==> config.mk <==
export PLATFORM = sky130hd
export DESIGN_NAME = multilevel_feedback_task_scheduler_flat
export DESIGN_NICKNAME = d
export VERILOG_FILES = /design/src/mlfq_pkg.sv /design/src/mlfq_req_if.sv /design/src/mlfq_rsp_if.sv /design/src/mlfq_ctrl.sv /design/src/mlfq_dp.sv /design/src/multilevel_feedback_task_scheduler.sv /design/src/flat_wrapper.sv
export SDC_FILE = /design/constraint.sdc
export NUM_CORES = 1
export LEC_CHECK = 0
export BUFFER_PORTS_ARGS = -buffer_cell sky130_fd_sc_hd__buf_2
export CAP_MARGIN = 20
export CELL_PAD_IN_SITES_DETAIL_PLACEMENT = 1
export CELL_PAD_IN_SITES_GLOBAL_PLACEMENT = 2
export CORE_ASPECT_RATIO = 2
export CORE_MARGIN = 1.5
export CORE_UTILIZATION = 38
export CTS_CLUSTER_DIAMETER = 50
export DETAILED_ROUTE_END_ITERATION = 8
export HOLD_SLACK_MARGIN = 0.1
export PLACE_DENSITY = 0.8
export SLEW_MARGIN = 40
export SYNTH_ARGS = -nofsm -noshare
export SYNTH_HDL_FRONTEND = slang
export SYNTH_SLANG_ARGS = --single-unit
export TNS_END_PERCENT = 1
==> constraint.sdc <==
create_clock -name clk_i -period 3.85 [get_ports clk_i]
set_clock_uncertainty 0.15 [all_clocks]
set_input_delay 0.385 -clock clk_i [delete_from_list [all_inputs] [get_ports clk_i]]
set_output_delay 0.385 -clock clk_i [all_outputs]
set_load 0.005 [all_outputs]
==> src/mlfq_pkg.sv <==
// Package: shared constants, request codes, FSM states and control structs for the scheduler.
`timescale 1ns / 1ps

package mlfq_pkg;

  // Default sizing
  localparam int MAX_TASKS_DEF = 16;
  localparam int LEVELS_DEF    = 16;
  localparam int TIME_BITS_DEF = 32;

  // Fixed field widths
  localparam int REQ_W   = 2;
  localparam int IDX_FW  = 4;
  localparam int LVL_FW  = 4;
  localparam int CFG_W   = 5;

  localparam logic [CFG_W-1:0] ACTIVE_RESET = 5'd16;

  typedef enum logic [REQ_W-1:0] {
    REQ_LOAD     = 2'd0,
    REQ_DISPATCH = 2'd1,
    REQ_REPORT   = 2'd2
  } req_e;

  typedef enum logic [2:0] {
    ST_IDLE,
    ST_REP_RD,
    ST_REP_UPD,
    ST_SCAN,
    ST_DRAIN,
    ST_PUSH
  } state_e;

  typedef struct packed {
    logic ready;          // request channel open
    logic scan_step;      // issue one slot read of the dispatch scan
    logic report_update;  // apply quantum-end report
    logic push;           // hand result to output register
  } cmd_t;

  typedef struct packed {
    logic             in_valid;
    logic [REQ_W-1:0] in_kind;
    logic             scan_last;
    logic             out_free;
  } sts_t;

endpackage

==> src/mlfq_req_if.sv <==
// Interface: request channel carrying one scheduler command per transfer.
`timescale 1ns / 1ps

interface mlfq_req_if #(
  parameter int TIME_BITS = mlfq_pkg::TIME_BITS_DEF
);
  logic                        valid;
  logic                        ready;
  logic [mlfq_pkg::REQ_W-1:0]  req_type;
  logic [mlfq_pkg::IDX_FW-1:0] task_index;
  logic [TIME_BITS-1:0]        arrival_time;
  logic [TIME_BITS-1:0]        current_time;
  logic                        task_done;

  modport source (
    output valid, req_type, task_index, arrival_time, current_time, task_done,
    input  ready
  );
  modport sink (
    input  valid, req_type, task_index, arrival_time, current_time, task_done,
    output ready
  );
endinterface

==> src/mlfq_rsp_if.sv <==
// Interface: result channel carrying one grant record per transfer.
`timescale 1ns / 1ps

interface mlfq_rsp_if;
  logic                        valid;
  logic                        ready;
  logic                        grant_valid;
  logic [mlfq_pkg::IDX_FW-1:0] grant_index;
  logic [mlfq_pkg::LVL_FW-1:0] grant_level;
  logic                        first_run;

  modport source (
    output valid, grant_valid, grant_index, grant_level, first_run,
    input  ready
  );
  modport sink (
    input  valid, grant_valid, grant_index, grant_level, first_run,
    output ready
  );
endinterface

==> src/mlfq_ctrl.sv <==
// Controller: sequences load, report and dispatch scan operations.
`timescale 1ns / 1ps

module mlfq_ctrl (
  input  logic           clk_i,
  input  logic           rst_ni,
  input  mlfq_pkg::sts_t sts_i,
  output mlfq_pkg::cmd_t cmd_o
);

  mlfq_pkg::state_e state_q, state_d;

  always_ff @(posedge clk_i or negedge rst_ni) begin
    if (!rst_ni) begin
      state_q <= mlfq_pkg::ST_IDLE;
    end else begin
      state_q <= state_d;
    end
  end

  always_comb begin
    state_d = state_q;
    cmd_o   = '0;
    unique case (state_q)
      mlfq_pkg::ST_IDLE: begin
        cmd_o.ready = 1'b1;
        if (sts_i.in_valid) begin
          priority if (sts_i.in_kind == mlfq_pkg::REQ_DISPATCH) begin
            state_d = mlfq_pkg::ST_SCAN;
          end else if (sts_i.in_kind == mlfq_pkg::REQ_REPORT) begin
            state_d = mlfq_pkg::ST_REP_RD;
          end else begin
            state_d = mlfq_pkg::ST_PUSH;  // load or unknown code
          end
        end
      end
      mlfq_pkg::ST_REP_RD: begin
        state_d = mlfq_pkg::ST_REP_UPD;
      end
      mlfq_pkg::ST_REP_UPD: begin
        cmd_o.report_update = 1'b1;
        state_d = mlfq_pkg::ST_PUSH;
      end
      mlfq_pkg::ST_SCAN: begin
        cmd_o.scan_step = 1'b1;
        if (sts_i.scan_last) begin
          state_d = mlfq_pkg::ST_DRAIN;
        end
      end
      mlfq_pkg::ST_DRAIN: begin
        state_d = mlfq_pkg::ST_PUSH;  // last slot compare lands here
      end
      mlfq_pkg::ST_PUSH: begin
        cmd_o.push = 1'b1;
        if (sts_i.out_free) begin
          state_d = mlfq_pkg::ST_IDLE;
        end
      end
      default: begin
        state_d = mlfq_pkg::ST_IDLE;
      end
    endcase
  end

endmodule

==> src/mlfq_dp.sv <==
// Datapath: task tables, arrival memory, scan compare and output register.
`timescale 1ns / 1ps

module mlfq_dp #(
  parameter int MAX_TASKS = mlfq_pkg::MAX_TASKS_DEF,
  parameter int LEVELS    = mlfq_pkg::LEVELS_DEF,
  parameter int TIME_BITS = mlfq_pkg::TIME_BITS_DEF
) (
  input  logic                       clk_i,
  input  logic                       rst_ni,
  input  logic                       cfg_we_i,
  input  logic [mlfq_pkg::CFG_W-1:0] cfg_wdata_i,
  mlfq_req_if.sink                   req,
  mlfq_rsp_if.source                 rsp,
  input  mlfq_pkg::cmd_t             cmd_i,
  output mlfq_pkg::sts_t             sts_o
);

  localparam int IDX_W = $clog2(MAX_TASKS);
  localparam int CNT_W = $clog2(MAX_TASKS + 1);
  localparam int LVL_W = $clog2(LEVELS);

  // configuration
  logic [mlfq_pkg::CFG_W-1:0] active_q;

  // latched request
  logic [mlfq_pkg::REQ_W-1:0]  kind_q;
  logic [mlfq_pkg::IDX_FW-1:0] idx_q;
  logic [TIME_BITS-1:0]        arr_q;
  logic [TIME_BITS-1:0]        now_q;
  logic                        done_q;

  // task state
  logic [TIME_BITS-1:0] arr_mem [MAX_TASKS];
  logic [MAX_TASKS-1:0] live_q;
  logic [MAX_TASKS-1:0] started_q;
  logic [LVL_W-1:0]     level_q [MAX_TASKS];
  logic [IDX_W-1:0]     rot_q;

  // scan state
  logic [IDX_W-1:0] scan_addr_q;
  logic [CNT_W-1:0] scan_cnt_q;
  logic             scan_rv_q;
  logic             any_q;
  logic [LVL_W-1:0] best_q;
  logic [IDX_W-1:0] sel_q;
  logic             sel_started_q;

  // registered slot read
  logic [IDX_W-1:0]     rd_addr;
  logic [IDX_W-1:0]     rd_addr_q;
  logic [TIME_BITS-1:0] rd_arr_q;
  logic                 rd_live_q;
  logic                 rd_started_q;
  logic [LVL_W-1:0]     rd_level_q;

  // output register
  logic                        out_valid_q;
  logic                        out_gv_q;
  logic [mlfq_pkg::IDX_FW-1:0] out_idx_q;
  logic [mlfq_pkg::LVL_FW-1:0] out_lvl_q;
  logic                        out_first_q;

  logic             accept;
  logic             out_free;
  logic             push_fire;
  logic [CNT_W-1:0] slot_n;
  logic [IDX_W-1:0] scan_start;
  logic [CNT_W-1:0] scan_next;
  logic [IDX_W-1:0] slot;
  logic             slot_ok;
  logic [CNT_W-1:0] slot_next;
  logic             is_grant;
  logic             hit;

  assign accept    = cmd_i.ready && req.valid;
  assign out_free  = !out_valid_q || rsp.ready;
  assign push_fire = cmd_i.push && out_free;

  // usable slot count: zero acts as one, clamp at table size
  always_comb begin
    priority if (active_q == '0) begin
      slot_n = CNT_W'(1);
    end else if (32'(active_q) > MAX_TASKS) begin
      slot_n = CNT_W'(MAX_TASKS);
    end else begin
      slot_n = CNT_W'(active_q);
    end
  end

  assign scan_start = (CNT_W'(rot_q) < slot_n) ? rot_q : '0;
  assign scan_next  = CNT_W'(scan_addr_q) + CNT_W'(1);

  assign slot      = IDX_W'(idx_q);
  assign slot_ok   = 32'(idx_q) < MAX_TASKS;
  assign slot_next = CNT_W'(slot) + CNT_W'(1);

  assign rd_addr = cmd_i.scan_step ? scan_addr_q : slot;

  // slot is ready and strictly better than what the scan holds; the strict
  // compare in rotation order keeps the first slot at the lowest level
  assign hit = scan_rv_q && rd_live_q && (rd_arr_q <= now_q) &&
               (!any_q || (rd_level_q < best_q));

  assign is_grant = (kind_q == mlfq_pkg::REQ_DISPATCH) && any_q;

  always_ff @(posedge clk_i or negedge rst_ni) begin
    if (!rst_ni) begin
      active_q <= mlfq_pkg::ACTIVE_RESET;
    end else if (cfg_we_i) begin
      active_q <= cfg_wdata_i;
    end
  end

  always_ff @(posedge clk_i) begin
    if (accept) begin
      kind_q <= req.req_type;
      idx_q  <= req.task_index;
      arr_q  <= req.arrival_time;
      now_q  <= req.current_time;
      done_q <= req.task_done;
    end
  end

  // arrival memory and slot read
  always_ff @(posedge clk_i) begin
    if (push_fire && (kind_q == mlfq_pkg::REQ_LOAD) && slot_ok) begin
      arr_mem[slot] <= arr_q;
    end
    rd_arr_q     <= arr_mem[rd_addr];
    rd_live_q    <= live_q[rd_addr];
    rd_started_q <= started_q[rd_addr];
    rd_level_q   <= level_q[rd_addr];
    rd_addr_q    <= rd_addr;
  end

  always_ff @(posedge clk_i or negedge rst_ni) begin
    if (!rst_ni) begin
      live_q    <= '0;
      started_q <= '0;
      for (int i = 0; i < MAX_TASKS; i++) begin
        level_q[i] <= '0;
      end
      rot_q <= '0;
    end else begin
      if (cmd_i.report_update && slot_ok && rd_live_q) begin
        if (done_q) begin
          live_q[slot] <= 1'b0;
        end else if (32'(rd_level_q) < LEVELS - 1) begin
          level_q[slot] <= rd_level_q + LVL_W'(1);
        end
        rot_q <= (slot_next < slot_n) ? IDX_W'(slot_next) : '0;
      end
      if (push_fire && (kind_q == mlfq_pkg::REQ_LOAD) && slot_ok) begin
        live_q[slot]    <= 1'b1;
        started_q[slot] <= 1'b0;
        level_q[slot]   <= '0;
      end
      if (push_fire && is_grant) begin
        started_q[sel_q] <= 1'b1;
      end
    end
  end

  // dispatch scan
  always_ff @(posedge clk_i or negedge rst_ni) begin
    if (!rst_ni) begin
      scan_addr_q <= '0;
      scan_cnt_q  <= '0;
      scan_rv_q   <= 1'b0;
      any_q       <= 1'b0;
    end else begin
      scan_rv_q <= cmd_i.scan_step;
      if (accept) begin
        scan_addr_q <= scan_start;
        scan_cnt_q  <= slot_n - CNT_W'(1);
        any_q       <= 1'b0;
      end else begin
        if (cmd_i.scan_step) begin
          scan_addr_q <= (scan_next < slot_n) ? IDX_W'(scan_next) : '0;
          scan_cnt_q  <= scan_cnt_q - CNT_W'(1);
        end
        if (hit) begin
          any_q <= 1'b1;
        end
      end
    end
  end

  always_ff @(posedge clk_i) begin
    if (hit) begin
      best_q        <= rd_level_q;
      sel_q         <= rd_addr_q;
      sel_started_q <= rd_started_q;
    end
  end

  // output register
  always_ff @(posedge clk_i or negedge rst_ni) begin
    if (!rst_ni) begin
      out_valid_q <= 1'b0;
    end else if (push_fire) begin
      out_valid_q <= 1'b1;
    end else if (rsp.ready) begin
      out_valid_q <= 1'b0;
    end
  end

  always_ff @(posedge clk_i) begin
    if (push_fire) begin
      out_gv_q    <= is_grant;
      out_idx_q   <= is_grant ? mlfq_pkg::IDX_FW'(sel_q) : '0;
      out_lvl_q   <= is_grant ? mlfq_pkg::LVL_FW'(best_q) : '0;
      out_first_q <= is_grant && !sel_started_q;
    end
  end

  assign req.ready       = cmd_i.ready;
  assign rsp.valid       = out_valid_q;
  assign rsp.grant_valid = out_gv_q;
  assign rsp.grant_index = out_idx_q;
  assign rsp.grant_level = out_lvl_q;
  assign rsp.first_run   = out_first_q;

  assign sts_o.in_valid  = req.valid;
  assign sts_o.in_kind   = req.req_type;
  assign sts_o.scan_last = (scan_cnt_q == '0);
  assign sts_o.out_free  = out_free;

endmodule

==> src/multilevel_feedback_task_scheduler.sv <==
// Top level: multilevel feedback queue task scheduler.
`timescale 1ns / 1ps
//
// Usage:
//   req_i carries one command per transfer: load a task into a slot at
//   level 0, ask for a dispatch at current_time, or report a quantum end
//   (task_done retires the task, otherwise it drops one level).
//   rsp_o returns exactly one record per command; only a dispatch that
//   found a ready task sets grant_valid, all other fields are then zero.
//   cfg_we_i/cfg_wdata_i set the active slot count; write it while idle.
// Sequencing (transfer in to result in the output register):
//   a load or unknown code goes straight to the push state, a report
//   reads the slot and then updates it, and a dispatch scans the active
//   slots, one slot per cycle through the registered arrival-memory port,
//   then drains the last compare. Only one command is in flight; a result
//   waiting in the output register does not block the next request from
//   being accepted.
// Stall: if rsp_o.ready is low when a second result is finished, the
//   sequencer holds it until the output register frees up.
// Reset: all slots empty, rotate pointer 0, active count 16. Arrival ticks
//   are not cleared; they are only used for live slots.
//

module multilevel_feedback_task_scheduler #(
  parameter int MAX_TASKS = mlfq_pkg::MAX_TASKS_DEF,
  parameter int LEVELS    = mlfq_pkg::LEVELS_DEF,
  parameter int TIME_BITS = mlfq_pkg::TIME_BITS_DEF
) (
  input  logic                       clk_i,
  input  logic                       rst_ni,
  input  logic                       cfg_we_i,
  input  logic [mlfq_pkg::CFG_W-1:0] cfg_wdata_i,
  mlfq_req_if.sink                   req_i,
  mlfq_rsp_if.source                 rsp_o
);

  mlfq_pkg::cmd_t cmd;
  mlfq_pkg::sts_t sts;

  // sequencer
  mlfq_ctrl u_ctrl (
    .clk_i  (clk_i),
    .rst_ni (rst_ni),
    .sts_i  (sts),
    .cmd_o  (cmd)
  );

  // tables, scan compare, output register
  mlfq_dp #(
    .MAX_TASKS (MAX_TASKS),
    .LEVELS    (LEVELS),
    .TIME_BITS (TIME_BITS)
  ) u_dp (
    .clk_i       (clk_i),
    .rst_ni      (rst_ni),
    .cfg_we_i    (cfg_we_i),
    .cfg_wdata_i (cfg_wdata_i),
    .req         (req_i),
    .rsp         (rsp_o),
    .cmd_i       (cmd),
    .sts_o       (sts)
  );

endmodule
==> src/flat_wrapper.sv <==
// flat-port wrapper written by rule: the top's interface ports become plain ports
module multilevel_feedback_task_scheduler_flat 
#(
  parameter int MAX_TASKS = mlfq_pkg::MAX_TASKS_DEF,
  parameter int LEVELS    = mlfq_pkg::LEVELS_DEF,
  parameter int TIME_BITS = mlfq_pkg::TIME_BITS_DEF
)
  (clk_i, rst_ni, cfg_we_i, cfg_wdata_i, req_i_valid, req_i_req_type, req_i_task_index, req_i_arrival_time, req_i_current_time, req_i_task_done, req_i_ready, rsp_o_valid, rsp_o_grant_valid, rsp_o_grant_index, rsp_o_grant_level, rsp_o_first_run, rsp_o_ready);
  mlfq_req_if #(.TIME_BITS(TIME_BITS)) req_i_i ();
  mlfq_rsp_if rsp_o_i ();
  input  logic clk_i;
  input  logic rst_ni;
  input  logic cfg_we_i;
  input  logic [mlfq_pkg::CFG_W-1:0] cfg_wdata_i;
  input wire logic [$bits(req_i_i.valid)-1:0] req_i_valid;
  input wire logic [$bits(req_i_i.req_type)-1:0] req_i_req_type;
  input wire logic [$bits(req_i_i.task_index)-1:0] req_i_task_index;
  input wire logic [$bits(req_i_i.arrival_time)-1:0] req_i_arrival_time;
  input wire logic [$bits(req_i_i.current_time)-1:0] req_i_current_time;
  input wire logic [$bits(req_i_i.task_done)-1:0] req_i_task_done;
  output wire logic [$bits(req_i_i.ready)-1:0] req_i_ready;
  output wire logic [$bits(rsp_o_i.valid)-1:0] rsp_o_valid;
  output wire logic [$bits(rsp_o_i.grant_valid)-1:0] rsp_o_grant_valid;
  output wire logic [$bits(rsp_o_i.grant_index)-1:0] rsp_o_grant_index;
  output wire logic [$bits(rsp_o_i.grant_level)-1:0] rsp_o_grant_level;
  output wire logic [$bits(rsp_o_i.first_run)-1:0] rsp_o_first_run;
  input wire logic [$bits(rsp_o_i.ready)-1:0] rsp_o_ready;
  assign req_i_i.valid = req_i_valid;
  assign req_i_i.req_type = req_i_req_type;
  assign req_i_i.task_index = req_i_task_index;
  assign req_i_i.arrival_time = req_i_arrival_time;
  assign req_i_i.current_time = req_i_current_time;
  assign req_i_i.task_done = req_i_task_done;
  assign req_i_ready = req_i_i.ready;
  assign rsp_o_valid = rsp_o_i.valid;
  assign rsp_o_grant_valid = rsp_o_i.grant_valid;
  assign rsp_o_grant_index = rsp_o_i.grant_index;
  assign rsp_o_grant_level = rsp_o_i.grant_level;
  assign rsp_o_first_run = rsp_o_i.first_run;
  assign rsp_o_i.ready = rsp_o_ready;
  multilevel_feedback_task_scheduler #(.MAX_TASKS(MAX_TASKS), .LEVELS(LEVELS), .TIME_BITS(TIME_BITS)) u_core (.clk_i(clk_i), .rst_ni(rst_ni), .cfg_we_i(cfg_we_i), .cfg_wdata_i(cfg_wdata_i), .req_i(req_i_i), .rsp_o(rsp_o_i));
endmodule
== Word level (Yosys, flattened, before mapping) ==
Memories as Yosys holds them, arrays and structs flattened. A register that Yosys moved wholly into a read port is not among the register bits.
Index checks and enable logic that the tools add are counted.
Word-level totals
  register bits: 220
  output and inout port bits: 12
  memories: 1
  bits of input ports: 81
  logic and storage cells: 159
  RAM bits: 512
Memories
  u_core.u_dp.arr_mem: words 16, width 32, read ports 1, clocked after memory_dff 1, write ports 1, RTL line mlfq_dp.sv:34  | logic [TIME_BITS-1:0] arr_mem [MAX_TASKS];
Cells by class
  reductions and logical operators: 27
  muxes and demuxes: 49
  order comparisons: 15
  $add $sub $neg: 5
  equality and inequality tests: 11
  bitwise logic cells: 9
Operators with widths (count)
  $mux W64: 4
  $mux W16: 5
  $and A64 B64 Y64: 1
  $bwmux W64: 1
  $not A64 Y64: 1
  $mux W4: 9
  $and A16 B16 Y16: 2
  $le A32 B32 Y1: 1
  $or A16 B16 Y16: 2
  $mux W5: 4
  $bmux W4 S4: 1
  $demux W4 S4: 1
  $not A16 Y16: 1
  $lt A4 B5 Y1 const B: 3
  $mux W3: 5
  $pmux W3 S5: 1
  $mux W1: 14
  $logic_and A1 B1 Y1: 13
  $add A4 B1 Y5 const B: 2
  $ge A5 B5 Y1 const B: 2
  $logic_not A5 Y1: 2
  $lt A5 B5 Y1: 2
  $not A4 Y5: 2
  $sub A5 B1 Y5 const B: 2
  23 further kinds: 35

== Longest topological paths before layout ==
Gate-level depths: netlist of the first run.
  word-level depth: 11
  depth in mapped cells: 12
  gate-level depth less buffers: 9

== Cells and area by module ==
A second synthesis of the first run with hierarchy kept.
Unflattened totals
  cell total of the unflattened synthesis: 2254
  area total of the unflattened synthesis: 31226.2 µm²
Modules (own cells, without submodules)
  mlfq_dp: sequential area each 21847.2 µm², instances 1, area an instance 31006.0 µm², cells an instance 2228
  mlfq_ctrl: sequential area each 75.1 µm², instances 1, area an instance 220.2 µm², cells an instance 26

== Least setup slack after synthesis of the first run ==
No wires, ideal clock.
  kind: flip-flop to flip-flop
  start point: register u_core.u_ctrl.state_q[1]
  end point: register u_core.u_dp.scan_addr_q[2]
  slack: -0.035 ns
  path buffers: 2
  period minus slack after synthesis: 3.885 ns
  data required time: 3.620 ns
  arrival time: 3.655 ns
  setup time: 0.080 ns
  cell stages (with the launch flop): 8
  cells stage by stage: dfrtp_1 buf_2 nor3_1 nand2_1 inv_1 buf_1 o211ai_1 nand3_1
Between the ends
  cells in the longest elaborated chain, start to end: 4
  elaborated cells between the ends (all ways): 7
  those cells by class: 1 x eq/ne; 3 x mux; 3 x reduce/logical
RTL lines
  start: declaration: RTL line mlfq_ctrl.sv:11  | mlfq_pkg::state_e state_q, state_d;
  start signal: assignment: RTL line mlfq_ctrl.sv:15  | state_q <= mlfq_pkg::ST_IDLE;
  start signal: assignment: RTL line mlfq_ctrl.sv:17  | state_q <= state_d;
  $logic_not A3 Y1 (*): RTL line mlfq_ctrl.sv:24  | unique case (state_q)
  $mux W1 (*): RTL line mlfq_ctrl.sv:24
  via req_i_ready: RTL line flat_wrapper.sv:21  | output wire logic [$bits(req_i_i.ready)-1:0] req_i_ready;
  $logic_and A1 B1 Y1 (*): RTL line mlfq_dp.sv:76  | assign accept = cmd_i.ready && req.valid;
  via u_core.u_dp.accept: RTL line mlfq_dp.sv:64  | logic accept;
  $mux W4 or $reduce_bool A2 Y1 (tied branches)
  end signal: assignment: RTL line mlfq_dp.sv:175  | scan_addr_q <= scan_start;
  end signal: assignment: RTL line mlfq_dp.sv:180  | scan_addr_q <= (scan_next < slot_n) ? IDX_W'(scan_next) : '0;
  end: declaration: RTL line mlfq_dp.sv:41  | logic [IDX_W-1:0] scan_addr_q;
The timed path passes the listed nets; every way through them passes the cells marked *.
A chain may end at the register's enable or synchronous reset.

==> flow_metrics.tcl, run 1 <==
set metrics [dict create \
    status "finished clean" \
    setup-violations-final 0 \
    path_class "flip-flop to flip-flop" \
    io-pin-count 93 \
    dp_hpwl_mm 54.6 \
    cts_buffers 74 \
    crit_top_cell "mux2i_1" \
    netlist_instances 2403 \
    slew-limit-headroom_pct 41.7 \
    fin_crit_ns 3.48 \
    initial_core_util_pct 38.3 \
    yosys.area.top_type_share_pct 58.9 \
    p_switching_mw 7.69 \
    n_fill_cell 8307 \
    maxSlewViolCount 0 \
    cpPeakStageDelay_ns 0.48 \
    core.rowCount 147 \
    grt_pass1_vias 22300 \
    die_x_microns 204 \
    p_leak_nw 13.7 \
    synth_fa_ha_area_share_pct 2.20 \
    ys_seq_area_share_pct 71.4 \
    yosysWarnings 0 \
    cts-htree-levels 3 \
    routed_wl_mm 92.4 \
    tns_ns 0 \
    dr.pass1.iters 5 \
    dp_slack_ns 0.380 \
    cts_resized 0 \
    die-area_sq_mm 0.0826 \
    maxCapViolations 0 \
    fin_area_sq_mm 0.0361 \
    clock_latency_ns 0.67 \
    routedWlPerCell_microns 25.0 \
    yosys_register_bits 764 \
    internal-power_mw 16.2 \
    crit_slowest_cell "inv_8" \
    route.detailed.drc 0 \
    hp-class "primary input to async pin" \
    postSynthAreaPerCell_sq_um 12.8 \
    yosys.area.top_type "edfxtp_1" \
    wl_met3_mm 3.47 \
    cp.arrival_ns 3.71 \
    worst_pin_slew_ns 0.872 \
    vdd_drop_max_v 0.000338 \
    max_freq_ghz 0.288 \
    cts.clk_slew.worst_paths_ns 0.07 \
    die_h_microns 405 \
    place_area_sq_mm 0.0328 \
    seqPwrFrac_pct 45.4 \
    root_buffer "clkbuf_16" \
    fin_ws_ns 0.373 \
    ys_types 58 \
    drtIter0Drc 1506 \
    synth_area_sq_mm 0.0307 \
    synth-simple-area-share_pct 13.8 \
    synthFlopType "edfxtp_1" \
    synth_nets 2538 \
    synth-edff-count 602 \
    fin_crit_sh_pct 90.3 \
    comb_power_share_pct 23.4 \
    grt_usage_pct 22.7 \
    critical_path.cell_chain "nand3b_2 > inv_4 > mux2i_4 > inv_8 > buf_4 > mux2i_1 > mux2i_1 > a32oi_1 > o221ai_1" \
    yosysMostFrequentCell "nand2_1" \
    hold_viol 0 \
    synth_area_leaders "edfxtp_1 59%, dfrtp_1 9.7%, nand2_1 8.0%, nand3_1 4.1%, mux2i_1 3.9%" \
    drtAntennaViolNets 0 \
    p_sw_share_pct 32.2 \
    viasPerCell 5.48 \
    overflow 0 \
    top_layer "met5" \
    cp_max_fo 72 \
    synth_compound_area_share_pct 5.72 \
    synth_xor_xnor_area_share_pct 0.285 \
    async_reset_ff_share_pct 15.7 \
    wl_met2_mm 51.9 \
    area_delta_synth_final_pct 17.6 \
    end_kind "flip-flop" \
    clkPwrFrac_pct 31.2 \
    power.density_mw_per_mm2 661 \
    synth.top_cells.by_count "653 x nand2_1, 602 x edfxtp_1, 251 x nand3_1, 130 x o21ai_0" \
    antenna_found_initial 2 \
    rsz0062_at_grt "false" \
    coreArea_sq_mm 0.0802 \
    startpoint_type "flip-flop" \
    required_ns 4.08 \
    clock-sinks 764 \
    layout.nets 2728 \
    port_buffers 92 \
    synth_mux_area_share_pct 4.14 \
    vias 20300 \
    grt_max_degree 122 \
    synth_top_family_by_area "simple AND/OR/NAND/NOR gates" \
    r2r_slack_ns 0.37 \
    grt_pass1_wl_mm 137 \
    drive_above_1_share_pct 11.4 \
    cts_tree "yes" \
    globalplace.congestion 0.813 \
    cts_max_path_buffers 3 \
    met1_length_mm 32.0 \
]
==> worst paths after layout <==
| check | from | end | cells past startpoint |
|---|---|---|---|
| setup reg to reg | u_core.u_ctrl.state_q[2]$_DFFE_PN0P_ | u_core.u_dp.rd_arr_q[31]$_DFF_P_ | 9 |
| hold reg to reg | u_core.u_dp.rd_addr_q[1]$_DFF_P_ | u_core.u_dp.sel_q[1]$_DFFE_PP_ | 0 |
| hold / removal | rst_ni | u_core.u_dp.level_q[18]$_DFF_PN0_ | 2 |
| min in group clk_i | u_core.u_dp.rd_addr_q[1]$_DFF_P_ | u_core.u_dp.sel_q[1]$_DFFE_PP_ | 0 |
| setup / recovery | u_core.u_ctrl.state_q[2]$_DFFE_PN0P_ | u_core.u_dp.rd_arr_q[31]$_DFF_P_ | 9 |
| max in group asynchronous | rst_ni | u_core.u_dp.level_q[36]$_DFF_PN0_ | 3 |
==> area by class of cell <==
class	count	area, sq um	share of cell area [%]
Inverter	54	218	0.603
Antenna cell	1	2.50	0.00693
Tap cell	1043	1310	3.61
Timing Repair Buffer	238	2040	5.64
Sequential cell	764	21900	60.7
Clock buffer	101	2080	5.75
Clock inverter	37	390	1.08
Multi-Input combinational cell	1461	8160	22.6
==> flip-flops by register name, summed over array words and instances, names as in the netlist, 5 cells and up <==
signal                  cells
u_core.u_dp.arr_mem       512
u_core.u_dp.rd_arr_q       32
u_core.u_dp.started_q      16
u_core.u_dp.now_q          32
u_core.u_dp.level_q        64
u_core.u_dp.active_q        5
u_core.u_dp.live_q         16
u_core.u_dp.arr_q          32
u_core.u_dp.scan_cnt_q      5
==> per-stage QoR <==
| stage | utilization, % | total power, mW | hold WS [ns] | std cells |
|---|---|---|---|---|
| 4_1_cts | 45.0 | 24.1 | 0.229 | 3698 |
| 6_report | 45.0 | 23.9 | 0.116 | 3699 |
| 2_1_floorplan | - | 14.3 | -0.0606 | 2403 |
| 3_3_place_gp | 40.9 | 16.2 | 0.239 | 3475 |
| 5_1_grt | 45.0 | 24.9 | 0.187 | 3699 |
| 3_5_place_dp | 40.9 | 16.5 | 0.249 | 3475 |
==> per-layer routing <==
metal	up-vias	track usage (%)
li1	9055	-
met1	10500	22.9
met2	542	43.8
met3	214	2.94
met4	2	12.9
met5	-	0
==> worst max-delay path: cells and delay by family, from the launching register on <==
family | cells | cell delay, ns
AND/OR/NAND/NOR | 1 | 0.37
flip-flops | 1 | 0.47
AO/OA/AOI/OAI | 2 | 0.61
multiplexers | 3 | 0.45
buffers and inverters | 3 | 1.08
==> cells in the final DEF (no fill, tap or decap), drive strengths merged, types with 3 or more instances in the layout <==
cell type | netlist | final
inv | 53 | 56
or3 | 3 | 3
or2 | 4 | 4
nor2 | 35 | 35
a21oi | 26 | 26
and3 | 3 | 3
and2 | 5 | 5
o221ai | 38 | 38
clkinv | 1 | 24
nor3 | 8 | 8
o31ai | 4 | 4
nand2 | 653 | 653
dfxtp | 42 | 42
xor2 | 4 | 4
nand3 | 251 | 251
dlygate4sd3 | 0 | 85
nand4 | 8 | 8
a32o | 3 | 3
mux2 | 5 | 5
o21ai | 140 | 140
nand3b | 4 | 4
bufinv | 0 | 6
a21o | 6 | 6
nor2b | 8 | 8
ha | 54 | 54
xnor2 | 6 | 6
o21a | 3 | 3
clkbuf | 49 | 101
clkinvlp | 0 | 5
buf | 75 | 153
edfxtp | 602 | 602
nand2b | 8 | 8
mux2i | 120 | 120
a32oi | 39 | 39
o211ai | 4 | 4
dfrtp | 119 | 119
==> power by group through the flow <==
| stage | combinational [mW] | sequential, mW | clock [mW] |
|---|---|---|---|
| 2_1_floorplan | 3.65 | 10.6 | 0 |
| 3_3_place_gp | 5.32 | 10.9 | 0 |
| 3_5_place_dp | 5.54 | 11.0 | 0 |
| 4_1_cts | 5.66 | 10.8 | 7.62 |
| 5_1_grt | 6.15 | 10.9 | 7.86 |
| 6_report | 5.58 | 10.8 | 7.46 |
==> kinds of logic (layout without fill, tap and decap cells) <==
family / count (synthesis) / in the layout
AND/OR/NAND/NOR: 998 / 998
flip-flops: 764 / 764
multiplexers: 125 / 125
AO/OA/AOI/OAI: 274 / 274
XOR/XNOR: 10 / 10
other: 0 / 1
adder cells (fa/ha/maj): 54 / 54
buffers and inverters: 178 / 430
==> timing repair <==
action,in CTS,in global routing
hold buffers,85,0
endpoints found under the hold margin,137,0
buffers inserted,0,0
endpoints found under the setup margin,0,0
(Power assumes the default switching activity.)
==> run 2, diff against run 1 <==
--- a/config.mk
+++ b/config.mk
@@ -17,3 +17,3 @@
 export HOLD_SLACK_MARGIN = 0.1
-export PLACE_DENSITY = 0.8
+export PLACE_DENSITY = 0.77
 export SLEW_MARGIN = 40
==> constraint.sdc (replaced) <==
create_clock -name clk_i -period 3.45 [get_ports clk_i]
set_clock_uncertainty 0.15 [all_clocks]
set_input_delay 0.345 -clock clk_i [delete_from_list [all_inputs] [get_ports clk_i]]
set_output_delay 0.345 -clock clk_i [all_outputs]
set_load 0.05 [all_outputs]
==> run 2 against run 1 <==
Against the previous run:
- worst setup slack got worse by 0.20 ns
- combinational power increased by 15%
- utilization grew 0.17 points
- final area up 0.37%
- via count shrank 0.49%
- routed wire length about the same
- clock power grew 9.1%
- register-to-register slack got worse by 0.20 ns
- critical endpoint is now u_core.u_dp.sel_q[3]$_DFFE_PP_
- largest power group unchanged
==> flow_metrics.tcl, run 2 (synthesized netlist as in run 1, its figures left out) <==
set metrics [dict create \
    status "finished clean" \
    crit_slowest_cell "o21ai_1" \
    root_buffer "clkbuf_16" \
    cts.clk_slew.worst_paths_ns 0.06 \
    grt_pass1_vias 22200 \
    startpoint_type "flip-flop" \
    grt_max_degree 104 \
    grt_usage_pct 22.7 \
    finalPower_mw 26.6 \
    core.rowCount 147 \
    largest_reg_flops 512 \
    layout.cells.most_common_list "651 x nand2_1, 602 x edfxtp_1, 251 x nand3_1" \
    cts_buffers 72 \
    fin_crit_sh_pct 95.0 \
    die_x_microns 204 \
    io-pin-count 93 \
    antenna_cells 0 \
    coreArea_sq_mm 0.0802 \
    required_ns 3.59 \
    rsz0062_at_grt "false" \
    dp_slack_ns -0.116 \
    dp_hpwl_mm 55.3 \
    final_core_util_pct 45.2 \
    routedWlPerCell_microns 24.9 \
    cts_tree "yes" \
    die_h_microns 405 \
    maxSlewViolCount 0 \
    cp_max_fo 9 \
    fin_ws_ns 0.173 \
    path_buf_inv 1 \
    drtAntennaViolNets 0 \
    setup-violations-final 0 \
    cpPeakStageDelay_ns 0.55 \
    grt_pass1_wl_mm 138 \
    antenna_found_initial 0 \
    post_cts_buffers 0 \
    layout.nets 2736 \
    overflow 0 \
    dr.pass1.iters 5 \
    critical_path.top_delay_family "compound AO/OA/AOI/OAI gates" \
    slew-limit-headroom_pct 44.8 \
    vias 20200 \
    max_freq_ghz 0.305 \
    maxCapViolations 0 \
    route.detailed.drc 0 \
    critical_path.cell_chain "inv_1 > ha_1 > a41o_1 > a21oi_1 > or3_1 > nand4_1 > o21ai_1 > and4_1" \
    vdd_drop_max_v 0.000478 \
    fin_crit_ns 3.28 \
    cts_max_path_buffers 3 \
    path_class "flip-flop to flip-flop" \
    largest_register "u_core.u_dp.arr_mem" \
    cp.arrival_ns 3.42 \
    die-area_sq_mm 0.0826 \
    tns_ns 0 \
    globalplace.congestion 0.809 \
    drive_above_1_share_pct 11.7 \
    cts-htree-levels 3 \
    routed_wl_mm 92.3 \
    hold_slack_ns 0.251 \
    worst_pin_slew_ns 0.827 \
    p_leak_nw 13.8 \
    largestRegisters "u_core.u_dp.arr_mem: 512 flops, u_core.u_dp.level_q: 64 flops" \
    area_delta_synth_final_pct 18.0 \
    power.density_mw_per_mm2 734 \
    layout.cells.most_common "nand2_1" \
    hold_viol 0 \
    drtIter0Drc 1327 \
    viasPerCell 5.45 \
    clock_latency_ns 0.65 \
    initial_core_util_pct 38.3 \
    end_kind "flip-flop" \
    hp-class "primary input to flip-flop" \
    clock-sinks 764 \
    port_buffers 92 \
]
==> run 2: changes by cell type in the layout (fill, tap and decap cells not counted), sizes merged <==
| cell | change |
|---|---|
| dlygate4sd3 | +1 |
| clkinv | -1 |
| bufinv | -1 |
| diode | -1 |
| clkbuf | -4 |
| buf | +9 |
==> run 2: layout make-up <==
class                           instances  area, sq um
Clock buffer                           97         2040
Multi-Input combinational cell       1461         8160
Fill cell                            8344        43900
Sequential cell                       764        21900
Inverter                               54          218
Clock inverter                         35          334
Tap cell                             1043         1310
Timing Repair Buffer                  248         2260
==> run 2: final timing paths <==
| check | from | endpoint | slack, ns | depth (start not counted) |
|---|---|---|---|---|
| worst max register to register | u_core.u_dp.now_q[18]$_DFFE_PP_ | u_core.u_dp.sel_q[3]$_DFFE_PP_ | 0.17 | 8 |
| worst max-delay path | u_core.u_dp.now_q[18]$_DFFE_PP_ | u_core.u_dp.sel_q[3]$_DFFE_PP_ | 0.17 | 8 |
| worst min-delay path | req_i_arrival_time[15] | u_core.u_dp.arr_q[15]$_DFFE_PP_ | 0.25 | 2 |
| worst min register to register | u_core.u_dp.rd_addr_q[2]$_DFF_P_ | u_core.u_dp.sel_q[2]$_DFFE_PP_ | 0.26 | 0 |
| min in group asynchronous | rst_ni | u_core.u_dp.active_q[3]$_DFFE_PN0P_ | 0.62 | 4 |
| max in group asynchronous | rst_ni | u_core.u_dp.started_q[15]$_DFF_PN0_ | 2.00 | 4 |
==> run 2: report_power, final <==
group / internal [mW] / leakage (nW) / switching [mW]
Combinational: 2.22 / 5.54 / 4.22
Sequential: 11.2 / 7.08 / 0.826
Clock: 4.57 / 1.15 / 3.57
==> run 2: metrics by stage <==
step           area (sq um)  cells
6_report              36200   3702
3_5_place_dp          33000   3483
3_3_place_gp          33000   3483
2_1_floorplan         30700   2403
4_1_cts               36200   3702
5_1_grt               36200   3702
==> run 2: layer usage <==
layer,share of wire (%),vias to the layer above,global-route usage [%]
met5,0,-,0
met4,6.4,0,14.3
met3,3.1,250,2.86
met2,55,480,42.7
met1,36,10400,23.6
li1,-,9066,-
==> run 2: timing repair <==
action                                 in CTS  in global routing
setup endpoints to repair                   9                  0
endpoints found under the hold margin     201                  0
resized for setup                           1                  0
hold buffers                               87                  0
==> run 3, diff against run 2 <==
- ABC_AREA: not set -> 1
- PLACE_DENSITY: 0.77 -> 0.78
==> run 3 against run 2 <==
Against the previous run:
- global-route usage fell by 0.60 points
- sequential power barely moved
- sequential cell count did not move
- maximum frequency rose by 15%
- first-iteration DRC count fell by 10%
==> flow_metrics.tcl, run 3 <==
set metrics [dict create \
    status "finished clean" \
    vias 21200 \
    hp-class "primary input to async pin" \
    synth_area_sq_mm 0.0313 \
    hold_buffers 90 \
    fin_crit_ns 2.85 \
    tns_ns 0 \
    port_buffers 92 \
    core.rowCount 148 \
    antenna_cells 0 \
    coreArea_sq_mm 0.0815 \
    cts_tree "yes" \
    netlist_instances 2633 \
    worst_pin_slew_ns 0.809 \
    synth_area_leaders "edfxtp_1 58%, dfrtp_1 9.5%, nor2_1 5.5%, o21ai_0 4.4%, o211ai_1 3.8%" \
    maxCapViolations 0 \
    required_ns 3.65 \
    path_class "flip-flop to flip-flop" \
    top_layer "met4" \
    ys_types 41 \
    synth-simple-area-share_pct 10.7 \
    postSynthAreaPerCell_sq_um 11.9 \
    fin_crit_sh_pct 82.7 \
    grt_pass1_wl_mm 139 \
    finalPower_mw 28.0 \
    cp-startpoint "u_core.u_dp.rd_arr_q[31]$_DFF_P_" \
    p_leak_nw 13.3 \
    root_buffer "clkbuf_16" \
    max_freq_ghz 0.351 \
    die-area_sq_mm 0.0842 \
    vdd_drop_max_v 0.000574 \
    die_h_microns 409 \
    drive_above_1_share_pct 11.3 \
    yosys_register_bits 764 \
    grt_usage_pct 22.1 \
    largest_reg_flops 512 \
    power.density_mw_per_mm2 767 \
    met1_length_mm 33.7 \
    layout.cells.most_common "edfxtp_1" \
    clock-sinks 764 \
    cp_max_fo 9 \
    wl_met3_mm 2.60 \
    cts_max_path_buffers 3 \
    async_reset_ff_share_pct 15.7 \
    cp.arrival_ns 3.05 \
    route.detailed.drc 0 \
    yosys.area.top_type "edfxtp_1" \
    largest_register "u_core.u_dp.arr_mem" \
    layout.nets 2958 \
    viasPerCell 5.39 \
    reg2regPathDepth 10 \
    yosysMostFrequentCell "edfxtp_1" \
    dp_hpwl_mm 56.0 \
    ys_seq_area_share_pct 70.0 \
    rsz0062_at_grt "false" \
    cts.clk_slew.worst_paths_ns 0.07 \
    cts_buffers 73 \
    globalplace.congestion 0.818 \
    grt_pass1_vias 23200 \
    overflow 0 \
    clock_latency_ns 0.65 \
    die_x_microns 206 \
    synthFlopType "edfxtp_1" \
    routedWlPerCell_microns 23.3 \
    synth_fa_ha_area_share_pct 2.16 \
    synth.top_cells.by_count "602 x edfxtp_1, 461 x nor2_1, 275 x o21ai_0, 194 x nand2_1, 180 x inv_1" \
    drtIter0Drc 1190 \
    synth_xor_xnor_area_share_pct 0.168 \
    synth_nets 2768 \
    synth_compound_area_share_pct 12.1 \
    hold_viol 0 \
    grt_max_degree 107 \
    synth_top_family_by_area "compound AO/OA/AOI/OAI gates" \
    routed_wl_mm 91.6 \
    io-pin-count 93 \
    antenna_found_initial 0 \
    hold_slack_ns 0.152 \
    cts_resized 0 \
    end_kind "flip-flop" \
    slew-limit-headroom_pct 46.1 \
    drtAntennaViolNets 0 \
    cts-htree-levels 3 \
    initial_core_util_pct 38.4 \
    setup-violations-final 0 \
    wl_met2_mm 50.8 \
    crit-reg2reg-launch "u_core.u_dp.rd_arr_q[31]$_DFF_P_" \
    area_delta_synth_final_pct 16.7 \
    largestRegisters "u_core.u_dp.arr_mem: 512 flops, u_core.u_dp.level_q: 64 flops" \
    maxSlewViolCount 0 \
    layout.cells.most_common_list "602 x edfxtp_1, 458 x nor2_1, 275 x o21ai_0" \
    final_core_util_pct 44.8 \
    synth_mux_area_share_pct 0 \
    synth-edff-count 602 \
    startpoint_type "flip-flop" \
    dr.pass1.iters 5 \
    post_cts_buffers 0 \
    yosys.area.top_type_share_pct 57.8 \
    yosysWarnings 0 \
]
run 3: kinds of logic after synthesis:
group / Yosys count
fa+ha+maj: 54
compound gates: 670
xor+xnor: 6
simple gates: 813
buf+inv: 326
flops: 764
run 3: power breakdown:
part	internal (mW)	total, mW	leakage [nW]	switching (mW)
combinational	2.36	7.57	4.80	5.22
clock	4.73	8.30	1.19	3.57
sequential	11.3	12.1	7.29	0.843
run 3: through the flow:
stage | std cells | setup slack (ns) | cell area [sq um]
2_1_floorplan | 2633 | 0.203 | 31300
3_3_place_gp | 3708 | 0.644 | 33200
3_5_place_dp | 3708 | 0.575 | 33200
4_1_cts | 3931 | 0.550 | 36500
5_1_grt | 3931 | 0.384 | 36500
6_report | 3931 | 0.598 | 36500
run 3: worst max-delay path, stage by stage (launching register included):
cell and delay [ns]:
dfxtp_1 0.48, ha_1 0.31, a21oi_1 0.14, o21a_1 0.14, nand2_1 0.06, a21oi_1 0.45
nand2_1 0.11, nand2_1 0.17, nand2_1 0.18, nor2_1 0.15, buf_4 0.20
run 3: worst paths after layout:
path	endpoint	slack (ns)
worst max-delay path	u_core.u_dp.sel_q[2]$_DFFE_PP_	0.60
worst min-delay path	u_core.u_dp.started_q[6]$_DFF_PN0_	0.15
worst max register to register	u_core.u_dp.sel_q[2]$_DFFE_PP_	0.60
worst min register to register	u_core.u_dp.sel_q[2]$_DFFE_PP_	0.26
max in group asynchronous	u_core.u_dp.active_q[4]$_DFFE_PN1P_	2.58
min in group clk_i	u_core.u_dp.now_q[5]$_DFFE_PP_	0.26
run 3: area by class of cell:
| type | count | area [sq um] |
|---|---|---|
| clock inverter | 37 | 409 |
| inverter | 195 | 732 |
| fill | 8615 | 44900 |
| clock buffer | 96 | 2040 |
| multi-input combinational | 1543 | 8010 |
| tap | 1050 | 1310 |
| sequential | 764 | 21900 |
| timing repair buffer | 246 | 2120 |
run 3: layer usage:
layer / GRT usage, % / up-vias
li1: - / 9701
met5: 0 / -
met3: 2.40 / 193
met1: 23.5 / 10900
met2: 41.9 / 442
met4: 11.7 / 0
